### src/hdl/flsm_pkg.sv
// Shared types, command codes and saturating arithmetic for the frame latency monitor.
`default_nettype none
package flsm_pkg;

    localparam logic [2:0] CMD_STAGE  = 3'd0;
    localparam logic [2:0] CMD_FRAME  = 3'd1;
    localparam logic [2:0] CMD_INPUT  = 3'd2;
    localparam logic [2:0] CMD_FORGET = 3'd3;
    localparam logic [2:0] CMD_REPORT = 3'd4;

    localparam logic [1:0] REG_ENABLE   = 2'd0;
    localparam logic [1:0] REG_INTERVAL = 2'd1;
    localparam logic [1:0] REG_IDLE_GAP = 2'd2;

    localparam logic        ENABLE_RESET   = 1'b1;
    localparam logic [31:0] INTERVAL_RESET = 32'd2000000;
    localparam logic [31:0] IDLE_GAP_RESET = 32'd250000;

    typedef struct packed {
        logic [2:0]  command;
        logic [2:0]  surface_slot;
        logic [1:0]  stage_index;
        logic [47:0] time_us;
        logic [47:0] start_time_us;
    } t_in_req;

    typedef struct packed {
        logic [2:0]  out_slot;
        logic [2:0]  kind;
        logic [31:0] span_count;
        logic [47:0] span_total_us;
        logic [31:0] span_worst_us;
        logic [31:0] frames;
        logic [31:0] inputs_seen;
        logic [31:0] idle_gaps;
        logic        last_item;
    } t_out_res;

    // queued operation: duration already worked out for stage records
    typedef struct packed {
        logic [2:0]  cmd;
        logic [2:0]  slot;
        logic [1:0]  stage;
        logic [47:0] time_us;
        logic [47:0] dur;
    } t_op;

    function automatic logic [31:0] sat_inc32(input logic [31:0] v);
        sat_inc32 = (&v) ? v : v + 32'd1;
    endfunction

    function automatic logic [47:0] sat_add48(input logic [47:0] a, input logic [47:0] b);
        logic [48:0] s;
        s = {1'b0, a} + {1'b0, b};
        sat_add48 = s[48] ? {48{1'b1}} : s[47:0];
    endfunction

    function automatic logic [31:0] clip32(input logic [47:0] d);
        clip32 = (|d[47:32]) ? {32{1'b1}} : d[31:0];
    endfunction

endpackage
`default_nettype wire

### src/hdl/flsm_front.sv
// Front end: accepts requests, drops ones without effect, queues the rest.
`default_nettype none
module flsm_front #(
    parameter int SURFACES = 8,
    parameter int STAGES   = 4
) (
    input  wire logic             i_clk,
    input  wire logic             i_rst_n,
    input  wire logic             i_valid,
    output logic                  o_stall,
    input  wire flsm_pkg::t_in_req i_req,
    input  wire logic             i_enable,
    output logic                  o_q_valid,
    output flsm_pkg::t_op         o_q_op,
    input  wire logic             i_q_pop
);

    flsm_pkg::t_op r_q [2];
    logic          r_wr;
    logic          r_rd;
    logic [1:0]    r_cnt;
    logic          w_accept;
    logic          w_keep;
    logic          w_push;
    flsm_pkg::t_op w_op;

    assign o_stall   = (r_cnt == 2'd2);
    assign w_accept  = i_valid && !o_stall;
    assign o_q_valid = (r_cnt != 2'd0);
    assign o_q_op    = r_q[r_rd];

    always_comb begin
        w_keep = 1'b0;
        if (i_enable) begin
            if (i_req.command == flsm_pkg::CMD_REPORT) begin
                w_keep = 1'b1;
            end else if (32'(i_req.surface_slot) < SURFACES) begin
                case (i_req.command) inside
                    flsm_pkg::CMD_STAGE: w_keep = (32'(i_req.stage_index) < STAGES);
                    flsm_pkg::CMD_FRAME, flsm_pkg::CMD_INPUT, flsm_pkg::CMD_FORGET:
                        w_keep = 1'b1;
                    default: w_keep = 1'b0;
                endcase
            end
        end
    end

    assign w_push = w_accept && w_keep;

    always_comb begin
        w_op.cmd     = i_req.command;
        w_op.slot    = i_req.surface_slot;
        w_op.stage   = i_req.stage_index;
        w_op.time_us = i_req.time_us;
        // clamp negative durations to zero
        w_op.dur     = (i_req.time_us >= i_req.start_time_us) ?
                       i_req.time_us - i_req.start_time_us : 48'd0;
    end

    always_ff @(posedge i_clk) begin
        if (w_push) begin
            r_q[r_wr] <= w_op;
        end
        if (!i_rst_n) begin
            r_wr  <= 1'b0;
            r_rd  <= 1'b0;
            r_cnt <= 2'd0;
        end else begin
            if (w_push) begin
                r_wr <= ~r_wr;
            end
            if (i_q_pop) begin
                r_rd <= ~r_rd;
            end
            r_cnt <= r_cnt + 2'(w_push) - 2'(i_q_pop);
        end
    end

    a_no_overflow: assert property (@(posedge i_clk) disable iff (!i_rst_n)
        (r_cnt == 2'd2) |-> !w_push) else $error("queue overflow");
    a_no_underflow: assert property (@(posedge i_clk) disable iff (!i_rst_n)
        i_q_pop |-> (r_cnt != 2'd0)) else $error("queue underflow");
    a_cnt_range: assert property (@(posedge i_clk) disable iff (!i_rst_n)
        r_cnt != 2'd3) else $error("queue count out of range");

endmodule
`default_nettype wire

### config.mk
export PLATFORM = sky130hd
export DESIGN_NAME = flsm_front
export DESIGN_NICKNAME = d
export VERILOG_FILES = /design/src/hdl/flsm_pkg.sv /design/src/hdl/flsm_front.sv
export SDC_FILE = /design/constraint.sdc
export NUM_CORES = 1
export LEC_CHECK = 0
export BUFFER_PORTS_ARGS = -buffer_cell sky130_fd_sc_hd__buf_2
export CAP_MARGIN = 20
export CELL_PAD_IN_SITES_DETAIL_PLACEMENT = 1
export CELL_PAD_IN_SITES_GLOBAL_PLACEMENT = 1
export CORE_MARGIN = 1.5
export CORE_UTILIZATION = 46
export CTS_BUF_LIST = sky130_fd_sc_hd__clkbuf_8
export DETAILED_ROUTE_END_ITERATION = 10
export HOLD_SLACK_MARGIN = 0.15
export MAX_ROUTING_LAYER = met4
export PLACE_DENSITY = 0.84
export SLEW_MARGIN = 20
export SYNTH_ARGS = -nofsm -noshare
export SYNTH_HDL_FRONTEND = slang
export SYNTH_SLANG_ARGS = --single-unit
### constraint.sdc
create_clock -name i_clk -period 9.8 [get_ports i_clk]
set_clock_uncertainty 0.2 [all_clocks]
set_input_delay 1.96 -clock i_clk [delete_from_list [all_inputs] [get_ports i_clk]]
set_output_delay 1.96 -clock i_clk [all_outputs]
set_load 0.01 [all_outputs]
==> impl_metrics.toml <==
[detailed_routing]
dr.pass1.iters = 5
detail-route-antenna-nets = 0
vias = 7578
viasPerCell = 5.31
post_drt_wl_per_cell_um = 19.1
initialDrtViolationCount = 348
number_of_remaining_drc_errors = 0
drt_wl_total_um = 27300

[clocking]
tritoncts_clock_tree = "done"
clock-root-buffer = "clkbuf_8"
clk_path_buf_depth = 3
count_of_cells_resized_by_post_cts_repair = 0
cts_inserted_buffers = 36
postCtsSetupBuffers = 0
cts_num_sinks = 213
clock_insertion_delay_worst_skew_ns = 0.52
ctsHoldBuffers = 0
htreeDepth = 2
clkSlewWorstSetupHoldPaths_ns = 0.06

[synthesis]
post-synth-top-area-fraction_pct = 57.1
leading_post_synthesis_cells_by_instance_count = "edfxtp_1, mux2_2, inv_1, nor2_1, a21oi_1"
synth.ff_latch_count = 213
ys_async_sr_fraction_pct = 0
netlist_top_cells_area = "edfxtp_1, mux2_2, ha_1"
synth.net_count = 1022
synth.most_common_cell = "edfxtp_1"
ys_seq_area_share_pct = 58.0
synth_enable_flop_cells = 208
post_synth.cell_area_avg_um2 = 12.7
ys_types = 59
netlist_instances = 862
synth_largest_area_cell = "edfxtp_1"
yosys_warnings = 0
dominantRegCellSynth = "edfxtp_1"
mappedNetlistArea_um2 = 10900

[grt]
busiest_layer = "met2"
use_met2_pct = 36.8
globalRouteMet3Util_pct = 4.02
gr-usage-all-layers_pct = 23.0
first_global_vias = 8080
grt_first_pass_wirelength_um = 42800
grt.overflow.total = 0
gr-usage-met1_pct = 29.6
largest_net_degree_at_the_start_of_global_routing = 57
antenna_found_initial = 0

[final_layout]
ff_latch_area_um2 = 6350
num-fill-cells = 2522
postLayoutCoreUtil_pct = 55.4
area.growth.synth_to_final_pct = 18.5
diodes = 0
final_cell_area_um2 = 13000
share_of_post_route_cells_with_drive_strength_above_1_pct = 35.3
fin_nets = 1241
multiInputGateArea_um2 = 4200

[pwr]
report.power.total_mw = 2.23
max-vdd-ir-drop_v = 0.000118
power.density_nw_per_um2 = 172
static_leak_nw = 5.25

[worst_setup_path]
ff2ff_path_depth = 5
timing.reg2reg.setup_slack_ns = 6.65
critical_register_to_register_path_startpoint = "r_cnt[1]"
crit_path_start = "i_req[48]"
critical_path.max_fanout = 49
critical_path.endpoint_type = "flop"
worstReg2RegEnd = "r_q[1][36]"
critical_path_class = "in -> reg"
startpoint_kind_of_the_worst_setup_timing_path = "input port"
crit_arrival_ns = 5.40
required_ns = 9.89

[sta]
tns_ns = 0
final_period_minus_worst_setup_slack_ns = 5.31
slew_headroom_pct = 27.4
setup_viol = 0
final.period_utilization_pct = 54.2
grt_setup_unrepaired = "false"
max_freq_mhz = 188
slew_viol_final = 0
worst_pin_slew_ns = 1.08
hold_viol_final = 0

[floorplan]
placementRows = 56
io_pins = 215
fp.coreArea_um2 = 23400
floorplan.die.width_um = 157
total_die_area_um2 = 24700
floorplan.die.height_um = 157
floorplan.initialDensity_pct = 46.7

[placement]
gp_congestion = 0.855
placedInstanceArea_um2 = 12300
port_buffers = 214
place.detailed.hpwl_um = 19500

[hold_path]
whs_path_depth = 2
hp-class = "reg -> reg"
hold_path.startpoint = "r_rd"

[flow_run]
max_cap_violations = 0

[status]
outcome = "finished, final reports clean"
-- final cells by class --
type / count / share of cell area, %
Timing Repair Buffer: 219 / 8.55
Tap cell: 319 / 3.08
Multi-Input combinational cell: 545 / 32.4
Sequential cell: 213 / 49.0
Clock inverter: 26 / 0.849
Inverter: 66 / 1.91
Clock buffer: 40 / 4.25
-- routing by layer --
layer,part of all wire [%],up-vias,wire [µm]
li1,-,3615,-
met1,45,3717,12100
met2,48,194,13000
met3,5.1,52,1390
met4,2.5,0,692
met5,0,-,0
-- worst max-delay path, stage by stage --
cell and delay [ns]:
buf_2 0.12, inv_1 0.05, ha_1 0.15, inv_1 0.06
fa_1 0.40, a21o_1 0.20, a221oi_2 0.41, o211a_1 0.27
a211oi_1 0.07, a211oi_2 0.31, nand4_1 0.15, nand2_2 0.81
nor2b_1 0.11, mux2_2 0.31
-- placed cells by master, fill, tap and decap left out, types with 4 or more instances in the layout --
cell,instances
buf_2,214
mux2_2,105
edfxtp_1,208
a21oi_1,57
o211ai_1,4
clkinv_1,6
xnor2_1,29
nand4_1,15
buf_4,5
o21a_1,9
o21ai_0,28
nor2_1,63
dfxtp_1,4
nand3_1,8
and2_1,9
clkinv_2,4
nor2b_1,8
o21bai_1,6
a31oi_1,6
ha_1,50
nor3_1,10
inv_1,80
nand2_1,41
a21o_1,24
clkbuf_8,40
xor2_1,18
-- per-stage QoR --
| stage | hold slack (ns) | cells | worst slack (ns) |
|---|---|---|---|
| 2_1_floorplan | 0.350 | 862 | 2.38 |
| 3_3_place_gp | 0.361 | 1362 | 3.95 |
| 3_5_place_dp | 0.375 | 1362 | 3.92 |
| 4_1_cts | 0.384 | 1428 | 4.49 |
| 5_1_grt | 0.403 | 1428 | 4.24 |
| 6_report | 0.379 | 1428 | 4.49 |
-- how the worst max path moves through the flow --
stage / end / slack, ns / depth (start not counted)
2_1_floorplan: r_q[0][0] / 2.38 / 3
3_3_place_gp: r_q[0][37] / 3.95 / 14
3_5_place_dp: r_q[1][37] / 3.92 / 14
4_1_cts: r_q[1][37] / 4.49 / 14
5_1_grt: r_q[1][37] / 4.24 / 14
6_report: r_q[1][37] / 4.49 / 14
-- report_power, final --
group          internal, mW  switching, mW  leakage [nW]
registers              1.05         0.0164          1.95
logic                 0.180          0.252          2.91
clock network         0.375          0.356         0.388
-- cells by family (layout without fill, tap and decap cells) --
group	after synthesis	in the layout	synth area share [%]
xor+xnor	47	47	3.76
simple gates	177	177	7.67
compound gates	165	165	10.1
buf+inv	104	351	3.76
fa+ha+maj	51	51	5.90
mux	105	105	10.8
flops	213	213	58.0
-- flip-flops by register name, indices dropped and copies added, names as in the netlist, named ones only --
register	cells
r_cnt	2
r_q	208
r_rd	1
r_wr	1
Power figures use the tool's default switching activity.
